===== config.mk =====
export PLATFORM = sky130hd
export DESIGN_NAME = websocket_frame_deframer
export DESIGN_NICKNAME = d
export VERILOG_FILES = /design/src/hdl/wsd_pkg.sv /design/src/hdl/websocket_frame_deframer.sv /design/src/hdl/wsd_in_stage.sv /design/src/hdl/wsd_parser.sv /design/src/hdl/wsd_out_stage.sv
export SDC_FILE = /design/constraint.sdc
export NUM_CORES = 1
export LEC_CHECK = 0
export BUFFER_PORTS_ARGS = -buffer_cell sky130_fd_sc_hd__buf_2
export CORE_MARGIN = 2
export CORE_UTILIZATION = 41
export DETAILED_ROUTE_END_ITERATION = 16
export PLACE_DENSITY = 0.61
export SYNTH_ARGS = -nofsm -noshare
export SYNTH_HDL_FRONTEND = slang
export SYNTH_SLANG_ARGS = --single-unit

===== constraint.sdc =====
create_clock -name clk -period 4.3 [get_ports clk]
set_clock_uncertainty 0.2 [all_clocks]
set_input_delay 0.645 -clock clk [delete_from_list [all_inputs] [get_ports clk]]
set_output_delay 0.645 -clock clk [all_outputs]
set_load 0.02 [all_outputs]

===== src/hdl/wsd_pkg.sv =====
// Package: transaction types and codes shared by the frame deframer modules.
package wsd_pkg;

  localparam logic OP_BYTE    = 1'b0;
  localparam logic OP_RESTART = 1'b1;

  localparam logic [1:0] KIND_HEADER = 2'd0;
  localparam logic [1:0] KIND_DATA   = 2'd1;
  localparam logic [1:0] KIND_ERROR  = 2'd2;

  localparam logic [1:0] ERR_NONE      = 2'd0;
  localparam logic [1:0] ERR_MALFORMED = 2'd1;
  localparam logic [1:0] ERR_TOO_LARGE = 2'd2;

  localparam logic [3:0] OPC_CONT   = 4'h0;
  localparam logic [3:0] OPC_TEXT   = 4'h1;
  localparam logic [3:0] OPC_BINARY = 4'h2;
  localparam logic [3:0] OPC_CLOSE  = 4'h8;
  localparam logic [3:0] OPC_PING   = 4'h9;
  localparam logic [3:0] OPC_PONG   = 4'hA;

  localparam logic [6:0] LEN7_EXT16 = 7'd126;
  localparam logic [6:0] LEN7_EXT64 = 7'd127;

  localparam logic [62:0] MAX_PAYLOAD_RESET = 63'd1048576;

  typedef struct packed {
    logic       op;
    logic [7:0] data_byte;
  } wsd_in_t;

  typedef struct packed {
    logic [1:0]  kind;
    logic [3:0]  frame_opcode;
    logic        fin;
    logic [62:0] payload_length;
    logic [7:0]  data;
    logic        last;
    logic [1:0]  error_code;
  } wsd_out_t;

endpackage


===== src/hdl/websocket_frame_deframer.sv =====
// Top level: WebSocket frame deframer, byte stream in, headers and unmasked payload out.
// A byte in the input register passes through the combinational parse step into the output
//   register; bytes that give no result only update the frame state.
// Throughput: one byte per cycle unless out_ready holds the output register full.
// Reset (rst, synchronous): clears frame state, awaits a first header byte,
//   and sets max_payload to 1048576; no clearing pass.
module websocket_frame_deframer
  import wsd_pkg::*;
#(
  parameter int LENGTH_BITS = 63
) (
  input  logic        clk,
  input  logic        rst,
  input  logic        in_valid,
  output logic        in_ready,
  input  wsd_in_t     in_item,
  output logic        out_valid,
  input  logic        out_ready,
  output wsd_out_t    out_item,
  input  logic        cfg_valid,
  output logic        cfg_ready,
  input  logic [62:0] cfg_data
);

  logic     advance;
  logic     full;
  logic     fire;
  wsd_in_t  item;
  logic     res_valid;
  wsd_out_t res;

  assign cfg_ready = 1'b1;
  assign fire      = full && advance;

  wsd_in_stage u_in (
    .clk      (clk),
    .rst      (rst),
    .in_valid (in_valid),
    .in_ready (in_ready),
    .in_item  (in_item),
    .advance  (advance),
    .full     (full),
    .item     (item)
  );

  wsd_parser #(
    .LENGTH_BITS (LENGTH_BITS)
  ) u_parser (
    .clk       (clk),
    .rst       (rst),
    .cfg_valid (cfg_valid && cfg_ready),
    .cfg_data  (cfg_data),
    .fire      (fire),
    .item      (item),
    .res_valid (res_valid),
    .res       (res)
  );

  wsd_out_stage u_out (
    .clk       (clk),
    .rst       (rst),
    .fire      (fire),
    .res_valid (res_valid),
    .res       (res),
    .advance   (advance),
    .out_valid (out_valid),
    .out_ready (out_ready),
    .out_item  (out_item)
  );

endmodule


===== src/hdl/wsd_in_stage.sv =====
// Input register stage of the frame deframer.
module wsd_in_stage
  import wsd_pkg::*;
(
  input  logic    clk,
  input  logic    rst,
  input  logic    in_valid,
  output logic    in_ready,
  input  wsd_in_t in_item,
  input  logic    advance,
  output logic    full,
  output wsd_in_t item
);

  assign in_ready = !full || advance;

  always_ff @(posedge clk) begin
    if (rst) begin
      full <= 1'b0;
    end else if (in_valid && in_ready) begin
      full <= 1'b1;
    end else if (advance) begin
      full <= 1'b0;
    end
  end

  always_ff @(posedge clk) begin
    if (in_valid && in_ready) begin
      item <= in_item;
    end
  end

endmodule


===== src/hdl/wsd_parser.sv =====
// Frame header parser, length checks, key capture and payload unmasking.
module wsd_parser
  import wsd_pkg::*;
#(
  parameter int LENGTH_BITS = 63
) (
  input  logic        clk,
  input  logic        rst,
  input  logic        cfg_valid,
  input  logic [62:0] cfg_data,
  input  logic        fire,
  input  wsd_in_t     item,
  output logic        res_valid,
  output wsd_out_t    res
);

  typedef enum logic [6:0] {
    PH_HDR0  = 7'b0000001,
    PH_HDR1  = 7'b0000010,
    PH_EXT16 = 7'b0000100,
    PH_EXT64 = 7'b0001000,
    PH_KEY   = 7'b0010000,
    PH_DATA  = 7'b0100000,
    PH_HALT  = 7'b1000000
  } phase_t;

  logic [62:0]            max_payload;
  phase_t                 phase, phase_next;
  logic [7:0]             first_header_byte, first_header_byte_next;
  logic [63:0]            length_accumulator, length_accumulator_next;
  logic [2:0]             extended_byte_count, extended_byte_count_next;
  logic [31:0]            mask_key, mask_key_next;
  logic [1:0]             mask_byte_count, mask_byte_count_next;
  logic [LENGTH_BITS-1:0] bytes_remaining, bytes_remaining_next;
  logic [1:0]             mask_lane, mask_lane_next;

  logic [7:0]  b;
  logic [3:0]  opc;
  logic        known_op;
  logic [63:0] acc_shift;
  logic [63:0] len_cand;
  logic        over_max, ctrl_big, beyond;

  assign b         = item.data_byte;
  assign opc       = first_header_byte[3:0];
  assign known_op  = (opc == OPC_CONT) || (opc == OPC_TEXT) || (opc == OPC_BINARY) ||
                     (opc == OPC_CLOSE) || (opc == OPC_PING) || (opc == OPC_PONG);
  assign acc_shift = {length_accumulator[55:0], b};
  assign len_cand  = (phase == PH_HDR1) ? {57'd0, b[6:0]} : acc_shift;
  assign over_max  = len_cand > {1'b0, max_payload};
  assign ctrl_big  = opc[3] && (len_cand > 64'd125);
  assign beyond    = (len_cand >> LENGTH_BITS) != 64'd0;

  always_comb begin
    phase_next               = phase;
    first_header_byte_next   = first_header_byte;
    length_accumulator_next  = length_accumulator;
    extended_byte_count_next = extended_byte_count;
    mask_key_next            = mask_key;
    mask_byte_count_next     = mask_byte_count;
    bytes_remaining_next     = bytes_remaining;
    mask_lane_next           = mask_lane;
    res_valid                = 1'b0;
    res                      = '0;
    res.frame_opcode         = first_header_byte[3:0];
    res.fin                  = first_header_byte[7];
    if (fire) begin
      if (item.op == OP_RESTART) begin
        phase_next               = PH_HDR0;
        first_header_byte_next   = '0;
        length_accumulator_next  = '0;
        extended_byte_count_next = '0;
        mask_key_next            = '0;
        mask_byte_count_next     = '0;
        bytes_remaining_next     = '0;
        mask_lane_next           = '0;
      end else begin
        case (phase)
          PH_HDR0: begin
            first_header_byte_next = b;
            phase_next             = PH_HDR1;
          end
          PH_HDR1: begin
            if (first_header_byte[6:4] != 3'd0 || !known_op || !b[7] ||
                (opc[3] && !first_header_byte[7])) begin
              res_valid      = 1'b1;
              res.kind       = KIND_ERROR;
              res.error_code = ERR_MALFORMED;
            end else begin
              length_accumulator_next  = '0;
              extended_byte_count_next = '0;
              if (b[6:0] == LEN7_EXT16) begin
                phase_next = PH_EXT16;
              end else if (b[6:0] == LEN7_EXT64) begin
                phase_next = PH_EXT64;
              end else if (over_max || ctrl_big || beyond) begin
                res_valid      = 1'b1;
                res.kind       = KIND_ERROR;
                res.error_code = (over_max || !ctrl_big) ? ERR_TOO_LARGE : ERR_MALFORMED;
              end else begin
                length_accumulator_next = len_cand;
                mask_key_next           = '0;
                mask_byte_count_next    = '0;
                phase_next              = PH_KEY;
              end
            end
          end
          PH_EXT16, PH_EXT64: begin
            length_accumulator_next = acc_shift;
            if ((phase == PH_EXT16 && extended_byte_count < 3'd1) ||
                (phase == PH_EXT64 && extended_byte_count < 3'd7)) begin
              extended_byte_count_next = extended_byte_count + 3'd1;
            end else if ((phase == PH_EXT16 && acc_shift < 64'd126) ||
                         (phase == PH_EXT64 &&
                          (acc_shift[63] || acc_shift < 64'd65536))) begin
              res_valid      = 1'b1;
              res.kind       = KIND_ERROR;
              res.error_code = ERR_MALFORMED;
            end else if (over_max || ctrl_big || beyond) begin
              res_valid      = 1'b1;
              res.kind       = KIND_ERROR;
              res.error_code = (over_max || !ctrl_big) ? ERR_TOO_LARGE : ERR_MALFORMED;
            end else begin
              mask_key_next        = '0;
              mask_byte_count_next = '0;
              phase_next           = PH_KEY;
            end
          end
          PH_KEY: begin
            mask_key_next[{mask_byte_count, 3'b000} +: 8] =
              mask_key[{mask_byte_count, 3'b000} +: 8] | b;
            if (mask_byte_count < 2'd3) begin
              mask_byte_count_next = mask_byte_count + 2'd1;
            end else begin
              mask_byte_count_next = '0;
              mask_lane_next       = '0;
              bytes_remaining_next = length_accumulator[LENGTH_BITS-1:0];
              res_valid            = 1'b1;
              res.kind             = KIND_HEADER;
              res.payload_length   = length_accumulator[62:0];
              res.last             = (length_accumulator[LENGTH_BITS-1:0] == '0);
              phase_next           = res.last ? PH_HDR0 : PH_DATA;
            end
          end
          PH_DATA: begin
            mask_lane_next       = mask_lane + 2'd1;
            bytes_remaining_next = bytes_remaining - LENGTH_BITS'(1);
            res_valid            = 1'b1;
            res.kind             = KIND_DATA;
            res.data             = b ^ mask_key[{mask_lane, 3'b000} +: 8];
            res.last             = (bytes_remaining == LENGTH_BITS'(1));
            if (res.last) begin
              phase_next = PH_HDR0;
            end
          end
          PH_HALT: begin
          end
          default: begin
          end
        endcase
        if (res_valid && res.kind == KIND_ERROR) begin
          phase_next = PH_HALT;
        end
      end
    end
  end

  always_ff @(posedge clk) begin
    if (rst) begin
      max_payload         <= MAX_PAYLOAD_RESET;
      phase               <= PH_HDR0;
      first_header_byte   <= '0;
      length_accumulator  <= '0;
      extended_byte_count <= '0;
      mask_key            <= '0;
      mask_byte_count     <= '0;
      bytes_remaining     <= '0;
      mask_lane           <= '0;
    end else begin
      if (cfg_valid) begin
        max_payload <= cfg_data;
      end
      phase               <= phase_next;
      first_header_byte   <= first_header_byte_next;
      length_accumulator  <= length_accumulator_next;
      extended_byte_count <= extended_byte_count_next;
      mask_key            <= mask_key_next;
      mask_byte_count     <= mask_byte_count_next;
      bytes_remaining     <= bytes_remaining_next;
      mask_lane           <= mask_lane_next;
    end
  end

`ifndef SYNTHESIS
  a_error_halts: assert property (@(posedge clk) disable iff (rst)
    (res_valid && res.kind == KIND_ERROR) |=> (phase == PH_HALT))
    else $error("error report did not halt the parser");

  a_restart_clears: assert property (@(posedge clk) disable iff (rst)
    (fire && item.op == OP_RESTART) |=> (phase == PH_HDR0 && bytes_remaining == '0))
    else $error("restart did not clear frame state");

  a_data_nonempty: assert property (@(posedge clk) disable iff (rst)
    (phase == PH_DATA) |-> (bytes_remaining != '0))
    else $error("payload phase with no bytes remaining");
`endif

endmodule


===== src/hdl/wsd_out_stage.sv =====
// Output result register of the frame deframer.
module wsd_out_stage
  import wsd_pkg::*;
(
  input  logic     clk,
  input  logic     rst,
  input  logic     fire,
  input  logic     res_valid,
  input  wsd_out_t res,
  output logic     advance,
  output logic     out_valid,
  input  logic     out_ready,
  output wsd_out_t out_item
);

  assign advance = !out_valid || out_ready;

  always_ff @(posedge clk) begin
    if (rst) begin
      out_valid <= 1'b0;
    end else if (advance) begin
      out_valid <= fire && res_valid;
    end
  end

  always_ff @(posedge clk) begin
    if (advance) begin
      out_item <= res;
    end
  end

`ifndef SYNTHESIS
  a_error_code_kind: assert property (@(posedge clk) disable iff (rst)
    out_valid |-> ((out_item.kind == KIND_ERROR) == (out_item.error_code != ERR_NONE)))
    else $error("error code does not match result kind");
`endif

endmodule

# After elaboration in Yosys (flattened, before gate mapping)
# Cells that the tools add are included.
# totals
out_inout_bits,84
ff_bits,335
elab_cells,201
in_bits,77
# classes
shifts,4
bitwise_logic,5
n_addsub,5
eq_ne,27
mux,82
magnitude_cmp,7
reduce_logical,51
# ops
cell,count
two-way mux 63 bit,7
one-hot mux 63 bit (2 select lines),2
two-way mux 32 bit,7
one-hot mux 32 bit (3 select lines),1
two-way mux 7 bit,10
> comparator 64 x 63 -> 1 bit,1
"> comparator 64 x 7 -> 1 bit, second input constant",1
"less-than comparator 64 x 17 -> 1 bit, second input constant",1
"less-than comparator 64 x 7 -> 1 bit, second input constant",1
two-way mux 64 bit,1
indexed part select 32 x 6 -> 8 bit,2
"== test 63 x 1 -> 1 bit, second input constant",1
zero test 63 bit,1
"subtractor 63 x 1 -> 63 bit, second input constant",1
two-way mux 2 bit,25
one-hot mux 7 bit (5 select lines),1
bitwise mux 32 bit,1
"variable shift 8 x 7 -> 32 bit, first input constant",1
indexed part select 8 x 7 -> 32 bit,1
"inequality test 3 bit, second input constant",6
logical OR 1 bit,16
two-way mux 8 bit,2
"inequality test 4 bit, second input constant",4
"== test 7 bit, second input constant",2
43 further kinds,85

# Depth between registers and ports, before layout
# depth
depth_word,18
mapped_depth,18

# Modules after synthesis
# Synthesis repeated with hierarchy kept, for this count alone.
# hier_totals
cells_unflattened,1809
hier_area_um2,16597.2
# by_module_without_submodules
module,area_each_um2,n_inst,seq_area_each_um2,cells_each
wsd_parser,13775.7,1,4864.7,1707
wsd_out_stage,2478.6,1,2452.4,85
wsd_in_stage,325.3,1,290.3,14
websocket_frame_deframer,17.5,1,0.0,3

# Least setup slack after synthesis
# Ideal clock, no wire load.
# synth_timing
kind,in2reg
startpoint,in out_ready
endpoint,reg u_parser.mask_key[30]
setup_time_ps,117
slack_ps,-32
arrival_time_ps,4015
cell_stages,7
path_buffers,0
path_cell_list,nor2b_1 > inv_1 > nand2_1 > a2111oi_0 > nand2b_1 > o311ai_4 > a22o_1
# synth_between
elab_chain_cells,3
# synth_lines
element,line,text
"start, declared",websocket_frame_deframer.sv:18,"input logic out_ready,"
logical OR 1 bit,wsd_out_stage.sv:16,assign advance = !out_valid || out_ready;
named net advance,websocket_frame_deframer.sv:25,logic advance;
logical AND 1 bit,websocket_frame_deframer.sv:33,assign fire = full && advance;
AND reduction 7 bit (no source line),n/a,
"end signal, assigned",wsd_parser.sv:187,mask_key <= mask_key_next;
"end, declared",wsd_parser.sv:32,"logic [31:0] mask_key, mask_key_next;"
# The timed path passes the listed nets, and every way through them passes these cells.
# A chain may end at the register's enable or synchronous reset.

# Worst setup path in the final report
# layout_timing
startpoint,reg u_parser.phase[0]
endpoint,reg u_parser.mask_key[25]
# layout_between
elab_chain_cells,12
# layout_lines
element,line,text
"start, declared",wsd_parser.sv:28,"phase_t phase, phase_next;"
"start signal, assigned",wsd_parser.sv:183,phase <= phase_next;
== test 7 x 2 -> 1 bit,"wsd_parser.sv:49, wsd_parser.sv:78",
two-way mux 64 bit,wsd_parser.sv:49,"assign len_cand = (phase == PH_HDR1) ? {57'd0, b[6:0]} : acc_shift;"
> comparator 64 x 7 -> 1 bit,wsd_parser.sv:51,assign ctrl_big = opc[3] && (len_cand > 64'd125);
logical AND 1 bit,wsd_parser.sv:51,
logical OR 1 bit (2 in series),"wsd_parser.sv:96, wsd_parser.sv:119",
two-way mux 32 bit (4 in series),n/a,
one-hot mux 32 bit (3 select lines),wsd_parser.sv:78,case (phase)
two-way mux 32 bit,wsd_parser.sv:68,if (item.op == OP_RESTART) begin
# Several ways; a longest one is shown, not always the timed one. The select of a mux whose other input is x is not followed.

==> flow_metrics.tcl <==
set metrics [dict create \
    status "completed" \
    chipWidth_um 207 \
    synth.avg_cell_area_um2 8.99 \
    r2r_slack_ns 0.16 \
    post-route-util_pct 48.8 \
    cts_hold_buffers 0 \
    synth.cell_area_um2 16900 \
    ys_top_cells_by_count "dfxtp_1 (245), nor2_1 (222), nand2_1 (176), a21oi_1 (150), and2_1 (123)" \
    rows 74 \
    end_kind "flop" \
    yosysWarningCount 0 \
    clkLatencyLatePin_ns 0.57 \
    final_cells 2596 \
    cts_root_buf "clkbuf_16" \
    synth.most_common_cell "dfxtp_1" \
    num_io_pins 161 \
    dp_cells 2524 \
    cp.required_ns 4.56 \
    grt_overflow 0 \
    worstMarginPinSlew_ns 1.08 \
    cts_tree "yes" \
    vias 14700 \
    drt_first_iter_violations 1122 \
    grt_max_degree 151 \
    cts_made_buffers 39 \
    die_area_um2 42900 \
    crit_path_start_kind "flop" \
    r2r-start "u_parser.phase[0]" \
    drt-total-wl_mm 50.3 \
    async_flop_share_pct 0 \
    ys_ff_latch 335 \
    criticalPathCategory "flop to flop" \
    synthCells 1880 \
    yosysTopAreaCellShare_pct 29.0 \
    min-delay-start "in_item[0]" \
    firstDrtPassIters 6 \
    htree_levels 2 \
    grt_usage_pct 23.1 \
    setup_violations 0 \
    powerDensity_nw_per_um2 364 \
    clkTransAtPathRegs_ns 0.07 \
    antenna_found_initial 1 \
    start_util_pct 41.5 \
    antenna_cells 0 \
    hold_class "primary input to flop" \
    finalHoldViolations 0 \
    grt_pass1_vias 14500 \
    synthFlopType "dfxtp_1" \
    p_leak_nw 8.28 \
    cts_buffer_depth 3 \
    die_height_um 207 \
    syn2layout_area_growth_pct 17.6 \
    ff2ff_path_depth 14 \
    grt_pass1_wl_mm 80.4 \
    synthTopCellsByArea "dfxtp_1 (29%), edfxtp_1 (16%), ha_1 (5.1%)" \
    drv_cap 0 \
    period_share_pct 96.4 \
    syn-num-nets 2026 \
    coreArea_um2 40700 \
    min_period_ns 4.14 \
    arrival_ns 4.40 \
    vdd_drop_max_uv 310 \
    synth_top_area_cell "dfxtp_1" \
    hold_path_depth 1 \
    wl_per_cell_um 19.4 \
    drc 0 \
    max_slew_margin_pct 27.4 \
    r2r-end "u_parser.mask_key[25]" \
    drive_above_1_share_pct 17.1 \
    tns_ns 0 \
    crit_fanout 31 \
    nNetsFinal 2180 \
    rsz0062_at_grt "false" \
    clock_sinks 335 \
    power_w 0.00723 \
    fmax_mhz 241 \
    min_to "u_in.item[0]" \
    maxSlewViolCount 0 \
    synth_cell_types 85 \
    viasPerCell 5.67 \
    post-dp-hpwl_mm 34.6 \
    detail-route-antenna-nets 0 \
    synth_edf_count 90 \
    yosysSeqAreaShare_pct 45.0 \
    port_buffers 159 \
    gp_congestion 0.892 \
]
==> cell families (layout without fill, tap and decap cells) <==
family / after synthesis / count (layout) / share of synthesized area [%]
fa+ha+maj: 69 / 69 / 5.11
buf+inv: 191 / 375 / 4.42
other cells: 1 / 1 / 0.0222
compound gates: 414 / 414 / 16.0
flops: 335 / 335 / 45.0
simple gates: 773 / 773 / 22.6
mux: 79 / 79 / 5.86
xor+xnor: 18 / 18 / 0.933
==> layer usage <==
| metal | wire length, um | GRT usage, % | up-vias |
|---|---|---|---|
| met5 | 0 | 0 | - |
| met4 | 1200 | 6.92 | 0 |
| met3 | 3360 | 3.23 | 84 |
| met2 | 23200 | 37.5 | 520 |
| met1 | 22600 | 31.9 | 7096 |
| li1 | - | - | 7032 |
==> sequential cells by signal (all words and copies together) (netlist names) <==
signal / count
u_in.full: 1
u_in.item: 9
u_out.out_item: 81
u_out.out_valid: 1
u_parser.bytes_remaining: 63
u_parser.extended_byte_count: 3
u_parser.first_header_byte: 8
u_parser.length_accumulator: 63
u_parser.mask_byte_count: 2
u_parser.mask_key: 32
u_parser.mask_lane: 2
u_parser.max_payload: 63
u_parser.phase: 7
==> stage by stage <==
| stage | setup WS (ns) | instance area (um^2) | hold WS [ns] |
|---|---|---|---|
| after global placement | 0.0900 | 18500 | 0.252 |
| after global routing | 0.00268 | 19900 | 0.0511 |
| after floorplan | 0.0180 | 16900 | 0.226 |
| after detailed placement | 0.00630 | 18500 | 0.254 |
| final | 0.156 | 19900 | 0.0608 |
| after CTS | 0.0369 | 19800 | 0.0409 |
==> cell type report <==
class	instances	area, um^2
clock inverters	23	264
multi-input cells	1354	8630
inverters	78	297
clock buffers	48	1060
flip-flops and latches	335	7610
fillers	3868	20900
repair buffers	226	1350
well taps	532	666
==> worst max path at each step <==
stage | start | end | slack [ns] | cells past startpoint
after floorplan | u_parser.phase[0] | u_parser.mask_key[30] | 0.02 | 18
after CTS | u_parser.phase[0] | u_parser.mask_key[17] | 0.04 | 14
final | u_parser.phase[0] | u_parser.mask_key[25] | 0.16 | 14
after global routing | u_parser.phase[0] | u_parser.mask_key[4] | 0.003 | 14
after detailed placement | u_parser.phase[0] | u_parser.mask_key[22] | 0.006 | 14
after global placement | u_parser.phase[0] | u_parser.mask_key[29] | 0.09 | 14
==> critical path, stage by stage, from the launching register on <==
cell and delay (ns):
dfxtp_1 0.32, or4_4 0.53, or2_4 0.29, buf_12 0.16, and2_1 0.17, ha_1 0.30, and4_1 0.22, nand3_1 0.12
nor3_2 0.17, and4_4 0.33, nand4b_4 0.10, or3b_4 0.45, nand4_4 0.19, o311ai_4 0.20, a22o_1 0.28
==> power breakdown <==
group | switching [W] | internal, W | total, W | leakage [nW]
combinational | 0.000291 | 0.000172 | 0.000463 | 4.56
sequential | 0.0000364 | 0.00327 | 0.00331 | 3.07
clock | 0.00139 | 0.00206 | 0.00346 | 0.652
==> cell usage in the layout (no fill, tap or decap), types with 9 or more instances in the layout <==
cell       count
dfxtp_1      245
nor2_1       220
nand2_1      176
buf_2        157
a21oi_1      149
and2_1       123
edfxtp_1      90
nand3_1       87
o21ai_0       86
inv_1         76
ha_1          69
buf_4         65
mux2i_1       63
clkbuf_16     39
nor4_1        37
nor3_1        32
a22oi_1       28
a22o_1        20
o2bb2ai_1     17
mux4_2        16
and3_1        15
nand4_1       14
xnor2_1       14
a21o_1        12
o41ai_1       12
a211oi_1      11
o31ai_1       10
a31o_2         9
==> what timing repair did <==
action,4_1_cts,5_1_grt
resized for setup,1,8
setup endpoints to repair,26,40
pin swaps,0,14
buffers inserted,0,1
Power figures use the tool's default switching activity.
